===== config.mk =====
export PLATFORM = sky130hd
export DESIGN_NAME = ordered_list_append_delete
export DESIGN_NICKNAME = d
export VERILOG_FILES = /design/src/hdl/olad_pkg.sv /design/src/hdl/olad_ctrl.sv /design/src/hdl/olad_dp.sv /design/src/hdl/ordered_list_append_delete.sv
export SDC_FILE = /design/constraint.sdc
export NUM_CORES = 1
export LEC_CHECK = 0
export BUFFER_PORTS_ARGS = -buffer_cell sky130_fd_sc_hd__buf_2
export CAP_MARGIN = 0
export CORE_AREA = 2 2 194 291
export CTS_CLUSTER_DIAMETER = 150
export DETAILED_ROUTE_END_ITERATION = 7
export DIE_AREA = 0 0 196 293
export PLACE_DENSITY = 0.71
export SLEW_MARGIN = 20
export SYNTH_ARGS = -nofsm -noshare
export SYNTH_HDL_FRONTEND = slang
export SYNTH_SLANG_ARGS = --single-unit

===== constraint.sdc =====
create_clock -name i_clk -period 12.6 [get_ports i_clk]
set_input_delay 1.89 -clock i_clk [delete_from_list [all_inputs] [get_ports i_clk]]
set_output_delay 1.89 -clock i_clk [all_outputs]
set_load 0.05 [all_outputs]

===== src/hdl/olad_pkg.sv =====
// Shared types and codes for the ordered list block.
package olad_pkg;

    localparam int unsigned DataW = 32;

    typedef enum logic [1:0] {
        CMD_APPEND = 2'd0,
        CMD_DELETE = 2'd1,
        CMD_DUMP   = 2'd2
    } t_cmd;

    typedef enum logic [2:0] {
        ST_DONE      = 3'd0,
        ST_EMPTY     = 3'd1,
        ST_NOT_FOUND = 3'd2,
        ST_FULL      = 3'd3,
        ST_ENTRY     = 3'd4
    } t_status;

    // Source of the emitted item value.
    typedef enum logic [1:0] {
        SRC_IN  = 2'd0,
        SRC_VAL = 2'd1,
        SRC_MEM = 2'd2
    } t_src;

    typedef struct packed {
        logic    load;
        logic    idx_clr;
        logic    idx_inc;
        logic    rd_next;
        logic    wr_append;
        logic    wr_shift;
        logic    cnt_inc;
        logic    cnt_dec;
        logic    emit;
        t_src    src;
        t_status status;
        logic    last;
    } t_dp_cmd;

    typedef struct packed {
        logic empty;
        logic full;
        logic match;
        logic idx_last;
        logic shift_last;
    } t_dp_sts;

endpackage


===== src/hdl/olad_ctrl.sv =====
// Sequencer for append, delete-with-shift and dump transactions.
module olad_ctrl (
    input  logic               i_clk,
    input  logic               i_rst_n,
    input  logic               start,
    input  logic [1:0]         i_cmd,
    input  olad_pkg::t_dp_sts  i_sts,
    output olad_pkg::t_dp_cmd  o_dp,
    output logic               busy
);

    typedef enum logic [6:0] {
        S_IDLE    = 7'b0000001,
        S_DEL_RD  = 7'b0000010,
        S_DEL_CMP = 7'b0000100,
        S_SHF_RD  = 7'b0001000,
        S_SHF_WR  = 7'b0010000,
        S_DMP_RD  = 7'b0100000,
        S_DMP_OUT = 7'b1000000
    } t_state;

    t_state r_state, n_state;

    always_ff @(posedge i_clk) begin
        if (!i_rst_n) begin
            r_state <= S_IDLE;
        end else begin
            r_state <= n_state;
        end
    end

    assign busy = (r_state != S_IDLE);

    always_comb begin
        n_state = r_state;
        o_dp    = '0;
        unique case (r_state)
            S_IDLE: begin
                if (start) begin
                    case (i_cmd) inside
                        olad_pkg::CMD_APPEND: begin
                            o_dp.emit = 1'b1;
                            o_dp.src  = olad_pkg::SRC_IN;
                            o_dp.last = 1'b1;
                            if (i_sts.full) begin
                                o_dp.status = olad_pkg::ST_FULL;
                            end else begin
                                o_dp.status    = olad_pkg::ST_DONE;
                                o_dp.wr_append = 1'b1;
                                o_dp.cnt_inc   = 1'b1;
                            end
                        end
                        olad_pkg::CMD_DELETE, olad_pkg::CMD_DUMP: begin
                            if (i_sts.empty) begin
                                o_dp.emit   = 1'b1;
                                o_dp.src    = olad_pkg::SRC_IN;
                                o_dp.status = olad_pkg::ST_EMPTY;
                                o_dp.last   = 1'b1;
                            end else begin
                                o_dp.load    = 1'b1;
                                o_dp.idx_clr = 1'b1;
                                n_state = (i_cmd == olad_pkg::CMD_DELETE) ? S_DEL_RD
                                                                          : S_DMP_RD;
                            end
                        end
                        default: ;
                    endcase
                end
            end
            S_DEL_RD: begin
                n_state = S_DEL_CMP;
            end
            S_DEL_CMP: begin
                if (i_sts.match) begin
                    if (i_sts.idx_last) begin
                        o_dp.cnt_dec = 1'b1;
                        o_dp.emit    = 1'b1;
                        o_dp.src     = olad_pkg::SRC_VAL;
                        o_dp.status  = olad_pkg::ST_DONE;
                        o_dp.last    = 1'b1;
                        n_state = S_IDLE;
                    end else begin
                        o_dp.rd_next = 1'b1;
                        n_state = S_SHF_WR;
                    end
                end else if (i_sts.idx_last) begin
                    o_dp.emit   = 1'b1;
                    o_dp.src    = olad_pkg::SRC_VAL;
                    o_dp.status = olad_pkg::ST_NOT_FOUND;
                    o_dp.last   = 1'b1;
                    n_state = S_IDLE;
                end else begin
                    o_dp.idx_inc = 1'b1;
                    n_state = S_DEL_RD;
                end
            end
            S_SHF_RD: begin
                o_dp.rd_next = 1'b1;
                n_state = S_SHF_WR;
            end
            S_SHF_WR: begin
                o_dp.wr_shift = 1'b1;
                if (i_sts.shift_last) begin
                    o_dp.cnt_dec = 1'b1;
                    o_dp.emit    = 1'b1;
                    o_dp.src     = olad_pkg::SRC_VAL;
                    o_dp.status  = olad_pkg::ST_DONE;
                    o_dp.last    = 1'b1;
                    n_state = S_IDLE;
                end else begin
                    o_dp.idx_inc = 1'b1;
                    n_state = S_SHF_RD;
                end
            end
            S_DMP_RD: begin
                n_state = S_DMP_OUT;
            end
            S_DMP_OUT: begin
                o_dp.emit    = 1'b1;
                o_dp.src     = olad_pkg::SRC_MEM;
                o_dp.status  = olad_pkg::ST_ENTRY;
                o_dp.last    = i_sts.idx_last;
                o_dp.idx_inc = 1'b1;
                n_state = i_sts.idx_last ? S_IDLE : S_DMP_RD;
            end
            default: n_state = S_IDLE;
        endcase
    end

endmodule


===== src/hdl/olad_dp.sv =====
// Entry memory, count, scan index and registered result outputs.
module olad_dp #(
    parameter int unsigned CAPACITY = 16
) (
    input  logic                      i_clk,
    input  logic                      i_rst_n,
    input  logic signed [31:0]        i_value,
    input  olad_pkg::t_dp_cmd         i_dp,
    output olad_pkg::t_dp_sts         o_sts,
    output logic                      o_valid,
    output logic signed [31:0]        o_item_value,
    output logic [2:0]                o_status,
    output logic                      o_last
);

    localparam int unsigned IW = (CAPACITY > 1) ? $clog2(CAPACITY) : 1;
    localparam int unsigned CW = $clog2(CAPACITY + 1);

    logic [olad_pkg::DataW-1:0] mem [CAPACITY];
    logic [olad_pkg::DataW-1:0] r_rd_data;
    logic [olad_pkg::DataW-1:0] r_value;
    logic [CW-1:0]              r_count;
    logic [CW-1:0]              r_idx;

    logic [CW:0]                idx_p1;
    logic [CW:0]                idx_p2;
    logic [IW-1:0]              rd_addr;
    logic [IW-1:0]              wr_addr;
    logic [olad_pkg::DataW-1:0] wr_data;
    logic                       wr_en;
    logic [olad_pkg::DataW-1:0] item;

    assign idx_p1  = {1'b0, r_idx} + (CW+1)'(1);
    assign idx_p2  = {1'b0, r_idx} + (CW+1)'(2);
    assign rd_addr = i_dp.rd_next ? idx_p1[IW-1:0] : r_idx[IW-1:0];
    assign wr_en   = i_dp.wr_append | i_dp.wr_shift;
    assign wr_addr = i_dp.wr_append ? r_count[IW-1:0] : r_idx[IW-1:0];
    assign wr_data = i_dp.wr_append ? i_value : r_rd_data;

    always_ff @(posedge i_clk) begin
        if (wr_en) begin
            mem[wr_addr] <= wr_data;
        end
        r_rd_data <= mem[rd_addr];
    end

    always_ff @(posedge i_clk) begin
        if (!i_rst_n) begin
            r_count <= '0;
        end else if (i_dp.cnt_inc) begin
            r_count <= r_count + CW'(1);
        end else if (i_dp.cnt_dec) begin
            r_count <= r_count - CW'(1);
        end
    end

    always_ff @(posedge i_clk) begin
        if (i_dp.load) begin
            r_value <= i_value;
        end
        if (i_dp.idx_clr) begin
            r_idx <= '0;
        end else if (i_dp.idx_inc) begin
            r_idx <= idx_p1[CW-1:0];
        end
    end

    assign o_sts.empty      = (r_count == '0);
    assign o_sts.full       = (r_count == CW'(CAPACITY));
    assign o_sts.match      = (r_rd_data == r_value);
    assign o_sts.idx_last   = (idx_p1 == {1'b0, r_count});
    assign o_sts.shift_last = (idx_p2 == {1'b0, r_count});

    always_comb begin
        case (i_dp.src)
            olad_pkg::SRC_VAL: item = r_value;
            olad_pkg::SRC_MEM: item = r_rd_data;
            default:           item = i_value;
        endcase
    end

    always_ff @(posedge i_clk) begin
        if (!i_rst_n) begin
            o_valid <= 1'b0;
        end else begin
            o_valid <= i_dp.emit;
        end
        if (i_dp.emit) begin
            o_item_value <= item;
            o_status     <= i_dp.status;
            o_last       <= i_dp.last;
        end
    end

endmodule


===== src/hdl/ordered_list_append_delete.sv =====
// Ordered list of signed 32-bit values: append, delete first match, dump.
//
// A transaction is taken when start is high and busy is low; i_cmd picks
// append, delete or dump and i_value carries the operand. Results leave on
// o_item_value / o_status / o_last, each valid for one cycle while o_valid
// is high; the receiver has no way to hold them off. o_last marks the final
// result of a transaction.
// Sequence of each transaction:
//   append: handled in idle without going busy; result registered at accept.
//   delete: each entry is read (S_DEL_RD), then compared (S_DEL_CMP); after a
//           match each later entry is read and written one place down; every
//           compare waits on the entry memory's registered read port.
//   dump:   each entry is read, then emitted (S_DMP_RD, S_DMP_OUT).
//   empty list or full list: single status result, handled in idle.
// busy drops in the cycle the last result is shown, so the next
// transaction may be taken while that result is on the ports.
// Reset empties the list and returns the sequencer to idle; no memory sweep.
module ordered_list_append_delete #(
    parameter int unsigned CAPACITY = 16
) (
    input  logic               i_clk,
    input  logic               i_rst_n,
    input  logic               start,
    output logic               busy,
    input  logic [1:0]         i_cmd,
    input  logic signed [31:0] i_value,
    output logic               o_valid,
    output logic signed [31:0] o_item_value,
    output logic [2:0]         o_status,
    output logic               o_last
);

    olad_pkg::t_dp_cmd dp_cmd;
    olad_pkg::t_dp_sts dp_sts;

    olad_ctrl u_ctrl (
        .i_clk   (i_clk),
        .i_rst_n (i_rst_n),
        .start   (start),
        .i_cmd   (i_cmd),
        .i_sts   (dp_sts),
        .o_dp    (dp_cmd),
        .busy    (busy)
    );

    olad_dp #(
        .CAPACITY (CAPACITY)
    ) u_dp (
        .i_clk        (i_clk),
        .i_rst_n      (i_rst_n),
        .i_value      (i_value),
        .i_dp         (dp_cmd),
        .o_sts        (dp_sts),
        .o_valid      (o_valid),
        .o_item_value (o_item_value),
        .o_status     (o_status),
        .o_last       (o_last)
    );

endmodule


== Word-level counts from Yosys, hierarchy flattened ==
Memories as Yosys holds them, arrays and structs flattened. A register that Yosys moved wholly into a read port is not among the register bits.
Index checks and enable logic that the tools add are counted.

* $add $sub $neg: 4
* Eq/ne operators: 20
* Mux-type cells: 47
* Bitwise gates (word level): 1
* Reductions and logical operators: 5

{| class="wikitable"
|+ Operators by type and width
! cell !! count
|-
| 7-bit 2-to-1 mux || 10
|-
| 32-bit one-hot mux with 2 select lines || 1
|-
| 7-bit one-hot mux with 7 select lines || 1
|-
| 32-bit == test || 1
|-
| 32-bit 2-to-1 mux || 1
|-
| 7-bit one-hot mux with 4 select lines || 1
|-
| 5-bit 2-to-1 mux || 4
|-
| 8-bit 2-to-1 mux || 2
|-
| 2-bit 2-to-1 mux || 7
|-
| 6-bit by 5-bit == test with 1-bit output || 2
|-
| 1-bit 2-to-1 mux || 12
|-
| 4-bit 2-to-1 mux || 3
|-
| 6-bit 2-to-1 mux || 2
|-
| 2-bit inequality test, second input constant || 4
|-
| 7-bit by 1-bit == test with 1-bit output, second input constant || 1
|-
| 7-bit by 2-bit == test with 1-bit output, second input constant || 1
|-
| 7-bit by 3-bit == test with 1-bit output, second input constant || 1
|-
| 7-bit by 4-bit == test with 1-bit output, second input constant || 1
|-
| 7-bit by 5-bit == test with 1-bit output, second input constant || 1
|-
| 7-bit by 6-bit == test with 1-bit output, second input constant || 1
|-
| 7-bit == test, second input constant || 1
|-
| 7-bit by 1-bit inequality test with 1-bit output, second input constant || 1
|-
| 5-bit by 1-bit adder with 6-bit output, second input constant || 1
|-
| 5-bit by 2-bit adder with 6-bit output, second input constant || 1
|-
| 13 further kinds || 16
|}

* Bits in registers: 86
* Bits in writable memories: 512
* Output and inout port bits: 38
* Logic and storage cells: 86
* Memories: 1

{| class="wikitable"
|+ Memory list
! name !! words !! width !! rd ports !! clocked after memory_dff !! write ports !! RTL line !! text
|-
| u_dp.mem || 16 || 32 || 1 || 1 || 1 || olad_dp.sv:19 || <nowiki>logic [olad_pkg::DataW-1:0] mem [CAPACITY];</nowiki>
|}

== Depth between registers and ports, before layout ==
Gate-level depths: netlist of run 1.

* Depth in word-level cells: 8
* Gate-level depth with buffers: 14
* Gate-level depth less buffers: 11

== Cells and area by module ==
From an unflattened synthesis of run 1, not the netlist that was laid out.

* Cell total of the unflattened synthesis: 1620
* Area total of the unflattened synthesis: 27540.2 µm²

{| class="wikitable"
|+ Modules (own cells, without submodules)
! module !! times used !! cells each !! area each (µm²) !! sequential area each (µm²)
|-
| olad_dp || 1 || 1546 || 26962.1 || 18277.5
|-
| olad_ctrl || 1 || 74 || 578.1 || 140.1
|}

== Worst setup path before layout of run 1 ==
Ideal clock, no wire load.

* Path kind: input port to flip-flop
* From: input port i_cmd[0]
* To: register u_dp.r_value[0] (netlist name), enable pin
* Setup time: 0.518 ns
* Arrival time: 5.688 ns
* Data required time: 12.082 ns
* Setup slack: 6.394 ns
* Stages on the path: 3
* Buffers on the path: 0
* Cell sequence: inv_1 -> ha_1 -> nor4_1

* Word-level cells in the longest chain between the ends: 6
* Elaborated cells on any way between the ends: 8
* Classes of those cells: 2 x eq/ne; 4 x mux; 2 x reduce/logical

{| class="wikitable"
|+ RTL lines
! what !! RTL line !! text
|-
| start: declaration || ordered_list_append_delete.sv:25 || <nowiki>input logic [1:0] i_cmd,</nowiki>
|-
| 2-bit by 1-bit == test with 1-bit output (no line) / 2-bit == test (equally long branches) || -- ||
|-
| 2-bit OR reduction || olad_ctrl.sv:40 || <nowiki>case (i_cmd) inside</nowiki>
|-
| 2-bit 2-to-1 mux || olad_ctrl.sv:40 ||
|-
| 2-bit 2-to-1 mux * || olad_ctrl.sv:40 ||
|-
| 2-bit 2-to-1 mux * || olad_ctrl.sv:39 || <nowiki>if (start) begin</nowiki>
|-
| 2-bit 2-to-1 mux * || olad_ctrl.sv:37 || <nowiki>unique case (r_state)</nowiki>
|-
| end signal: assignment || olad_dp.sv:59 || <nowiki>r_value <= i_value;</nowiki>
|-
| end: declaration || olad_dp.sv:21 || <nowiki>logic [olad_pkg::DataW-1:0] r_value;</nowiki>
|}

Mark *: on every way between the ends. The rest lies on a longest branch, timed or not.
A chain may end at the register's enable or synchronous reset.

== Final worst setup path of run 1 ==
* From: register u_dp.r_idx[2]
* To: register u_dp.r_rd_data[10] (netlist name) (read register of u_dp.mem)

* Word-level cells in the longest chain between the ends: 6

{| class="wikitable"
|+ RTL lines
! what !! RTL line !! text
|-
| start: declaration || olad_dp.sv:23 || <nowiki>logic [CW-1:0] r_idx;</nowiki>
|-
| start signal: assignment || olad_dp.sv:64 || <nowiki>r_idx <= idx_p1[CW-1:0];</nowiki>
|-
| 5-bit by 1-bit adder with 6-bit output || olad_dp.sv:33 || <nowiki>assign idx_p1 = {1'b0, r_idx} + (CW+1)'(1);</nowiki>
|-
| 6-bit by 5-bit == test with 1-bit output || olad_dp.sv:71 || <nowiki>assign o_sts.idx_last = (idx_p1 == {1'b0, r_count});</nowiki>
|-
| 1-bit 2-to-1 mux || olad_ctrl.sv:75 || <nowiki>if (i_sts.idx_last) begin</nowiki>
|-
| 1-bit 2-to-1 mux || olad_ctrl.sv:74 || <nowiki>if (i_sts.match) begin</nowiki>
|-
| 1-bit one-hot mux with 2 select lines || olad_ctrl.sv:37 ||
|-
| 4-bit 2-to-1 mux * || olad_dp.sv:35 || <nowiki>assign rd_addr = i_dp.rd_next ? idx_p1[IW-1:0] : r_idx[IW-1:0];</nowiki>
|-
| end: declaration || olad_dp.sv:20 || <nowiki>logic [olad_pkg::DataW-1:0] r_rd_data;</nowiki>
|}

Marks and branches as above.

==> run summary, run 1 <==
POWER AND IR DROP
--------------------------------------------------------------------------------------
Switching share of total power                                                   0.362
Clock group share of total power                                                 0.240
Pwr Density                                                                230 nW/um^2
Sequential share of power                                                        0.408
Static leakage                                                               0.0101 uW
Internal                                                                       4510 uW
Peak supply drop                                                              0.162 mV
Net switching power figure                                                     2560 uW
Combinational Power Share                                                        0.352

PLACE
--------------------------------------------------------------------------------------
Half-perimeter wire length of the detailed placement result               44,800 microns
Port Buffers                                                                        74
Pre-CTS WS                                                                     7.03 ns
Cell Area, Placed                                                         28,900 sq um
Routability congestion estimate                                                  0.859

DETAILED ROUTING
--------------------------------------------------------------------------------------
Total via count in the routed design                                             18.4k
Number of DRC markers in iteration 0                                             2,092
DR DRC count                                                                         0
Length of the first detailed-routing pass in iterations                              5
Drt via density                                                                   6.58
Mean routed wirelength per cell                                           27.9 microns
Total routed wirelength                                                   78,300 microns
Number of nets with antenna violations after detailed routing                        0

FLOORPLANNING
--------------------------------------------------------------------------------------
Std-Cell Rows                                                                      105
Total I/O pin count                                                                 75
Total Die Area                                                            57,400 sq um
Horizontal extent of the die                                               196 microns
Starting utilization of the core area                                            0.508
Core box area                                                             54,700 sq um
Die H                                                                      293 microns

CELLS AND AREA
--------------------------------------------------------------------------------------
Net count of the finished layout                                                 2,107
Layout cell share with drive strength beyond 1                                   0.144
Total of fill cells in the finished design                                       4,220
Antenna cell count                                                                   0
Summed area of non-filler cells in the final layout                       30,800 sq um
Register Area                                                             18,400 sq um
Multi-input gate area                                                       8900 sq um
Layout area overhead                                                             10.8%

RUN STATUS
--------------------------------------------------------------------------------------
Outcome                                                                      completed

STA
--------------------------------------------------------------------------------------
Slew at the pin closest to its max-slew limit                                  1.06 ns
Timing-limited maximum frequency                                             0.176 GHz
Hold violation count in the final report                                             0
Number of setup violations in the final report                                       0
Unrepaired setup endpoints after global routing                                     no
Worst clock skew on the final layout                                         0.0266 ns
Setup TNS                                                                         0 ns
Final Cycle Share                                                                0.452
Headroom to the max-slew limit                                                   0.287
Final period demand of the worst path                                          5.69 ns
Final Max Tran Viols                                                                 0
Slack of the critical path                                                     6.91 ns

SYNTH
--------------------------------------------------------------------------------------
Cell type contributing the most total cell area after synthesis           sky130_fd_sc_hd__edfxtp_1
Most frequently used cell type in the post-synthesis netlist              sky130_fd_sc_hd__edfxtp_1
Count of state elements after synthesis                                            630
Most common library cells after synthesis                                 sky130_fd_sc_hd__edfxtp_1 (580), sky130_fd_sc_hd__nand2_1 (284), sky130_fd_sc_hd__mux2i_1 (171), sky130_fd_sc_hd__clkbuf_1 (88), sky130_fd_sc_hd__nor2_1 (79)
Area contributors post-synth                                              sky130_fd_sc_hd__edfxtp_1 (63%), sky130_fd_sc_hd__mux2i_1 (6.2%), sky130_fd_sc_hd__nand2_1 (3.8%)
Synthesized area                                                          27,800 sq um
Async set-or-reset flop fraction in the synthesized netlist                          0
Share of the synthesized area in the top cell type                               0.627
Post-Syn Area per Cell                                                      13.7 sq um
Number of flops mapped to enable cells by yosys                                    580
Main flop type after synthesis                                            sky130_fd_sc_hd__edfxtp_1
Sequential element share of the synthesized area                                 0.663
Synth Warn #                                                                         0
Synthesized instance count                                                       2,028
Synth cell types                                                                    71
Post-Syn Nets                                                                    2,075

SETUP PATH
--------------------------------------------------------------------------------------
Data arrival time of the worst path                                            6.24 ns
Cell-by-cell trace of the critical path                                   ha_1 -> nand2_1 -> xnor2_1 -> a2111oi_4 -> o21a_4 -> buf_4 -> xnor2_4 -> buf_4 -> nand2_1 -> a221oi_1 -> a31o_1
Kind of start point of the critical path                                      register
WS Path Type                                                              register to register
Worst setup path startpoint                                               u_dp.r_idx[2]
Critical path endpoint category                                               register
Kind of cell with the highest combined delay on the critical path         compound AO/OA/AOI/OAI gates
Required time at the endpoint of the critical path                            13.15 ns
Crit Path Max Fanout                                                                51
Delay of the slowest cell on the worst path                                    0.89 ns
Buffers and inverters on the worst path                                              2
RR Startpoint                                                             u_dp.r_idx[2]
Library cell contributing the largest single delay on the critical path   sky130_fd_sc_hd__dfxtp_1

CLOCK TREE
--------------------------------------------------------------------------------------
Number of clock sinks                                                              630
CTS tree                                                                          done
Skew-Pair Late Insertion Delay                                                 0.61 ns
Htree depth                                                                          2
CTS clock-pin slew for the worst setup and hold paths                          0.07 ns
CTS Root Cell                                                             sky130_fd_sc_hd__clkbuf_16
Longest Clk Path Bufs                                                                3
Post-CTS setup-driven buffer insertion count                                         0
Number of hold-repair buffers added at the cts stage                                 0
Num CTS Buffers                                                                     55
PostCTS Resize Cnt                                                                   0

GLOBAL ROUTING
--------------------------------------------------------------------------------------
Vias in the first global route                                                   18.5k
Number of antenna violations at the first check in global routing                    3
Congestion Overflow GR                                                               0
Global-route wire length before repair                                    115,000 microns
Total global routing track utilization                                           0.269
Pin count of the biggest net entering global routing                                97

MIN PATH
--------------------------------------------------------------------------------------
Hold_sp                                                                   u_dp.mem[4][8]
Type of the worst min-delay path                                          register to register

JOB
--------------------------------------------------------------------------------------
Max-cap violations                                                                   0

[cell usage in the layout, fill, tap and decap left out, types with 7 or more instances in the layout]
cell type,instances
sky130_fd_sc_hd__mux2i_1,170
sky130_fd_sc_hd__clkbuf_1,14
sky130_fd_sc_hd__nand3_1,16
sky130_fd_sc_hd__o22ai_1,33
sky130_fd_sc_hd__nand2_1,284
sky130_fd_sc_hd__nor2_4,17
sky130_fd_sc_hd__inv_1,10
sky130_fd_sc_hd__a31o_1,30
sky130_fd_sc_hd__a22oi_1,33
sky130_fd_sc_hd__clkbuf_16,56
sky130_fd_sc_hd__a211oi_1,40
sky130_fd_sc_hd__clkinv_2,7
sky130_fd_sc_hd__and2_1,8
sky130_fd_sc_hd__ha_1,7
sky130_fd_sc_hd__a31oi_1,34
sky130_fd_sc_hd__o32ai_1,7
sky130_fd_sc_hd__clkinv_1,13
sky130_fd_sc_hd__a211o_1,51
sky130_fd_sc_hd__a32oi_1,7
sky130_fd_sc_hd__xnor2_1,42
sky130_fd_sc_hd__mux2_2,54
sky130_fd_sc_hd__nor3_1,12
sky130_fd_sc_hd__o221ai_1,58
sky130_fd_sc_hd__buf_4,44
sky130_fd_sc_hd__o21ai_0,63
sky130_fd_sc_hd__nand4_1,10
sky130_fd_sc_hd__dfxtp_1,48
sky130_fd_sc_hd__a21oi_1,68
sky130_fd_sc_hd__nor2_1,62
sky130_fd_sc_hd__a221oi_1,25
sky130_fd_sc_hd__buf_2,74
sky130_fd_sc_hd__nor2b_1,33
sky130_fd_sc_hd__clkbuf_8,7
sky130_fd_sc_hd__edfxtp_1,580
[metal layers]
metal  routed length [microns]  vias up  GRT usage  part of all wire
met5                        23        -          0           0.00029
met4                      4450        4      0.152             0.057
met3                      6430      223     0.0444             0.082
met2                     39500      996      0.472              0.50
met1                     27900     9272      0.313              0.36
li1                          -     7937          -                 -
[power by group through the flow]
stage	clock network (uW)	registers, uW	logic, uW
6_report	1700	2880	2490
3_5_place_dp	0	2920	2440
5_1_grt	1790	2900	2630
4_1_cts	1710	2880	2450
3_3_place_gp	0	2920	2370
2_1_floorplan	0	2900	1700
[flip-flops by register name, indices dropped and copies added (netlist names)]
name,count
u_dp.r_count,5
u_dp.o_last,1
u_dp.r_rd_data,32
u_dp.o_item_value,32
u_dp.o_valid,1
u_ctrl.r_state,7
u_dp.mem,512
u_dp.r_value,32
u_dp.o_status,3
u_dp.r_idx,5
[path summary, 6_finish.rpt]
kind	endpoint	slack [ns]	cells after the start
max	u_dp.r_rd_data[10]	6.91	11
min	u_dp.r_rd_data[8]	0.57	2
max reg2reg	u_dp.r_rd_data[10]	6.91	11
min reg2reg	u_dp.r_rd_data[8]	0.57	2
[cells by family after synthesis]
| kind of cell | after synthesis | share of synthesized area |
|---|---|---|
| AOI/OAI and AO/OA | 476 | 0.126 |
| xor gates and xnor gates | 52 | 0.0172 |
| adders and majority gates | 10 | 0.00478 |
| buffers and inverters | 155 | 0.0252 |
| DFF | 630 | 0.663 |
| muxes | 235 | 0.0904 |
| and+or+nand+nor | 470 | 0.0729 |
[final cells by class]
cell class / instances / area share
sequential: 630 / 0.599
timing repair buffer: 118 / 0.0228
clock buffer: 77 / 0.0504
clock inverter: 27 / 0.00854
tap: 695 / 0.0283
inverter: 12 / 0.00146
multi-input combinational: 1243 / 0.289
[worst reg2reg max path, stage by stage, from the launching register on]
cell and delay (ns):
sky130_fd_sc_hd__dfxtp_1 0.89, sky130_fd_sc_hd__ha_1 0.48, sky130_fd_sc_hd__nand2_1 0.22, sky130_fd_sc_hd__xnor2_1 0.26, sky130_fd_sc_hd__a2111oi_4 0.61, sky130_fd_sc_hd__o21a_4 0.74, sky130_fd_sc_hd__buf_4 0.75, sky130_fd_sc_hd__xnor2_4 0.45
sky130_fd_sc_hd__buf_4 0.60, sky130_fd_sc_hd__nand2_1 0.15, sky130_fd_sc_hd__a221oi_1 0.31, sky130_fd_sc_hd__a31o_1 0.20
[through the flow]
step / hold slack, ns / util / std cells / total power, uW
CTS: 0.564 / 0.563 / 2802 / 7040
detailed placement: 0.543 / 0.529 / 2698 / 5360
finish: 0.565 / 0.563 / 2802 / 7070
floorplan: 0.522 / - / 2028 / 4600
global route: 0.584 / 0.563 / 2802 / 7320
global placement: 0.531 / 0.529 / 2698 / 5290
Note: power is estimated with default switching activity, not from simulation.
==> inputs of run 2 (changes only) <==
- ABC_AREA: unset -> 1
- CORE_AREA: 2 2 194 291 -> 2 2 196 294
- DIE_AREA: 0 0 196 293 -> 0 0 198 296
- PLACE_DENSITY: 0.71 -> 0.73
- clock period: 12.6 -> 4.8 ns (I/O delays scaled with it)
==> run 2 against run 1 <==
Power grew 130%; final cell count grew 34%; sequential share of layout area shrank 2.0 points; die area grew 2.1%; register-to-register slack worse by 6.1 ns; final area grew 3.5%; first-iteration DRC count fell by 4.0%.
==> run summary, run 2 <==
GLOBAL ROUTING
--------------------------------------------------------------------------------------
Vias in the first global route                                                   19.9k
Pin count of the biggest net entering global routing                                97
Global-route wire length before repair                                    114,000 microns
Total global routing track utilization                                           0.258
Congestion Overflow GR                                                               0
Number of antenna violations at the first check in global routing                    4

SYNTH
--------------------------------------------------------------------------------------
Cell type contributing the most total cell area after synthesis           sky130_fd_sc_hd__edfxtp_1
Share of the synthesized area in the top cell type                               0.614
Synth Warn #                                                                         0
Synth cell types                                                                    35
Count of state elements after synthesis                                            630
Number of flops mapped to enable cells by yosys                                    580
Most frequently used cell type in the post-synthesis netlist              sky130_fd_sc_hd__inv_1
Synthesized instance count                                                       2,884
Main flop type after synthesis                                            sky130_fd_sc_hd__edfxtp_1
Post-Syn Nets                                                                    2,931
Post-Syn Area per Cell                                                      9.83 sq um
Most common library cells after synthesis                                 sky130_fd_sc_hd__inv_1 (650), sky130_fd_sc_hd__nand3_1 (624), sky130_fd_sc_hd__nand2_1 (596), sky130_fd_sc_hd__edfxtp_1 (580), sky130_fd_sc_hd__o21ai_0 (68)
Synthesized area                                                          28,400 sq um
Area contributors post-synth                                              sky130_fd_sc_hd__edfxtp_1 (61%), sky130_fd_sc_hd__nand3_1 (11%), sky130_fd_sc_hd__inv_1 (8.6%)
Async set-or-reset flop fraction in the synthesized netlist                          0
Sequential element share of the synthesized area                                 0.649

CLOCK TREE
--------------------------------------------------------------------------------------
Number of clock sinks                                                              630
PostCTS Resize Cnt                                                                   0
Skew-Pair Late Insertion Delay                                                 0.60 ns
Longest Clk Path Bufs                                                                3
Number of hold-repair buffers added at the cts stage                                 0
Num CTS Buffers                                                                     54
CTS tree                                                                          done
Post-CTS setup-driven buffer insertion count                                         0
CTS clock-pin slew for the worst setup and hold paths                          0.07 ns
CTS Root Cell                                                             sky130_fd_sc_hd__clkbuf_16
Htree depth                                                                          2

DETAILED ROUTING
--------------------------------------------------------------------------------------
Drt via density                                                                   5.43
DR DRC count                                                                         0
Mean routed wirelength per cell                                           20.3 microns
Number of DRC markers in iteration 0                                             2,009
Total via count in the routed design                                             20.4k
Number of nets with antenna violations after detailed routing                        0
Length of the first detailed-routing pass in iterations                              8
Total routed wirelength                                                   76,200 microns

STA
--------------------------------------------------------------------------------------
Number of setup violations in the final report                                       0
Final period demand of the worst path                                          3.98 ns
Unrepaired setup endpoints after global routing                                     no
Final Max Tran Viols                                                                 0
Setup TNS                                                                         0 ns
Hold violation count in the final report                                             0
Worst clock skew on the final layout                                         0.0205 ns
Headroom to the max-slew limit                                                   0.220
Slack of the critical path                                                    0.819 ns
Final Cycle Share                                                                0.829
Slew at the pin closest to its max-slew limit                                  1.17 ns
Timing-limited maximum frequency                                             0.251 GHz

SETUP PATH
--------------------------------------------------------------------------------------
WS Path Type                                                              register to register
Delay of the slowest cell on the worst path                                    0.86 ns
Critical path endpoint category                                               register
Cell-by-cell trace of the critical path                                   ha_1 -> inv_1 -> nand2_1 -> nand2_1 -> nand2_1 -> nand2_1 -> nor2_1 -> nand3_2 -> nand2_1 -> inv_2 -> nand2_4 -> nand2_4 -> o21ai_4 -> inv_2 -> buf_4 -> nand3_1 -> nand3_1 -> nand2_1
Crit Path Max Fanout                                                                29
Kind of start point of the critical path                                      register
Library cell contributing the largest single delay on the critical path   sky130_fd_sc_hd__o21ai_4
Data arrival time of the worst path                                            4.52 ns
Required time at the endpoint of the critical path                             5.34 ns
Dominant cell type by count on the critical path                          sky130_fd_sc_hd__nand2_1

PLACE
--------------------------------------------------------------------------------------
Cell count after placement                                                       3,656
Cell Area, Placed                                                         29,900 sq um
Port Buffers                                                                        74
Pre-CTS WS                                                                    0.918 ns
Routability congestion estimate                                                  0.900
Half-perimeter wire length of the detailed placement result               45,900 microns

POWER AND IR DROP
--------------------------------------------------------------------------------------
Peak supply drop                                                              0.381 mV
Pwr Density                                                                520 nW/um^2
Static leakage                                                               0.0138 uW

RUN STATUS
--------------------------------------------------------------------------------------
Outcome                                                                      completed

CELLS AND AREA
--------------------------------------------------------------------------------------
Layout area overhead                                                             12.2%
Final design utilization                                                         0.564
Net count of the finished layout                                                 2,997
Most flop-heavy register                                                      u_dp.mem
Final non-filler cell total                                                      3,760
Most common library cell in the layout ignoring fill and taps             sky130_fd_sc_hd__inv_1
Summed area of non-filler cells in the final layout                       31,800 sq um
Most frequent cells in the layout                                         sky130_fd_sc_hd__inv_1 (649), sky130_fd_sc_hd__nand3_1 (622), sky130_fd_sc_hd__nand2_1 (595)
Largest register FFs                                                               512
Layout cell share with drive strength beyond 1                                  0.0932

FLOORPLANNING
--------------------------------------------------------------------------------------
Core box area                                                             56,400 sq um
Die H                                                                      296 microns
Total I/O pin count                                                                 75
Total Die Area                                                            58,600 sq um
Std-Cell Rows                                                                      107
Starting utilization of the core area                                            0.503
Horizontal extent of the die                                               198 microns

MIN PATH
--------------------------------------------------------------------------------------
Type of the worst min-delay path                                          primary input to register

JOB
--------------------------------------------------------------------------------------
Max-cap violations                                                                   0

[run 2: cell types whose count changed in the layout (fill, tap and decap cells not counted), sizes merged, moves of 41 or more]
| cell | delta |
|---|---|
| nand3 | +611 |
| a211o | -51 |
| inv | +645 |
| xnor2 | -41 |
| o221ai | -58 |
| mux2i | -174 |
| nand2 | +318 |
| a21oi | -46 |
| mux2 | -55 |
[run 2: cell families after synthesis]
family                   after synthesis  share of synthesized area
AND/OR/NAND/NOR                     1304                      0.204
buffers and inverters                796                      0.113
flip-flops                           630                      0.649
AO/OA/AOI/OAI                        132                     0.0257
XOR/XNOR                              12                    0.00371
adder cells (fa/ha/maj)               10                    0.00468
[run 2: area by class of cell]
| class | instances | area, sq um |
|---|---|---|
| multi-input combinational | 1458 | 6930 |
| tap | 763 | 955 |
| sequential | 630 | 18400 |
| inverter | 657 | 2470 |
| clock buffer | 66 | 1440 |
| timing repair buffer | 149 | 1160 |
| fill | 4626 | 24500 |
| antenna | 3 | 7.51 |
| clock inverter | 34 | 439 |
[run 2: path summary, 6_finish.rpt]
path | startpoint | to | slack [ns] | depth (start not counted)
worst max-delay path | u_dp.r_idx[0] | u_dp.r_rd_data[29] | 0.82 | 18
worst min-delay path | i_value[21] | u_dp.r_value[21] | 0.31 | 1
worst max register to register | u_dp.r_idx[0] | u_dp.r_rd_data[29] | 0.82 | 18
worst min register to register | u_ctrl.r_state[1] | u_ctrl.r_state[2] | 0.50 | 2
[run 2: per-layer routing]
layer	part of all wire	global-route usage
met5	0.00017	0
met4	0.043	0.122
met3	0.082	0.0326
met2	0.51	0.455
met1	0.37	0.315
[run 2: where the power goes]
group / internal [uW] / switching (uW) / total, uW
logic: 1210 / 3330 / 4540
registers: 7060 / 310 / 7370
clock network: 2670 / 1970 / 4640
total: 10900 / 5610 / 16600
[run 2: stage by stage]
| stage | total power, uW | hold slack [ns] |
|---|---|---|
| floorplan | 10300 | 0.470 |
| global route | 17200 | 0.306 |
| CTS | 16500 | 0.295 |
| finish | 16600 | 0.311 |
| detailed placement | 11900 | 0.495 |
| global placement | 11800 | 0.489 |
[run 2: critical path: cells and delay by family, from the launching register on]
kind | cells | cell delay (ns)
buffers and inverters | 4 | 0.98
DFF | 1 | 0.60
AOI/OAI and AO/OA | 1 | 0.86
adders and majority gates | 1 | 0.26
and+or+nand+nor | 12 | 1.21
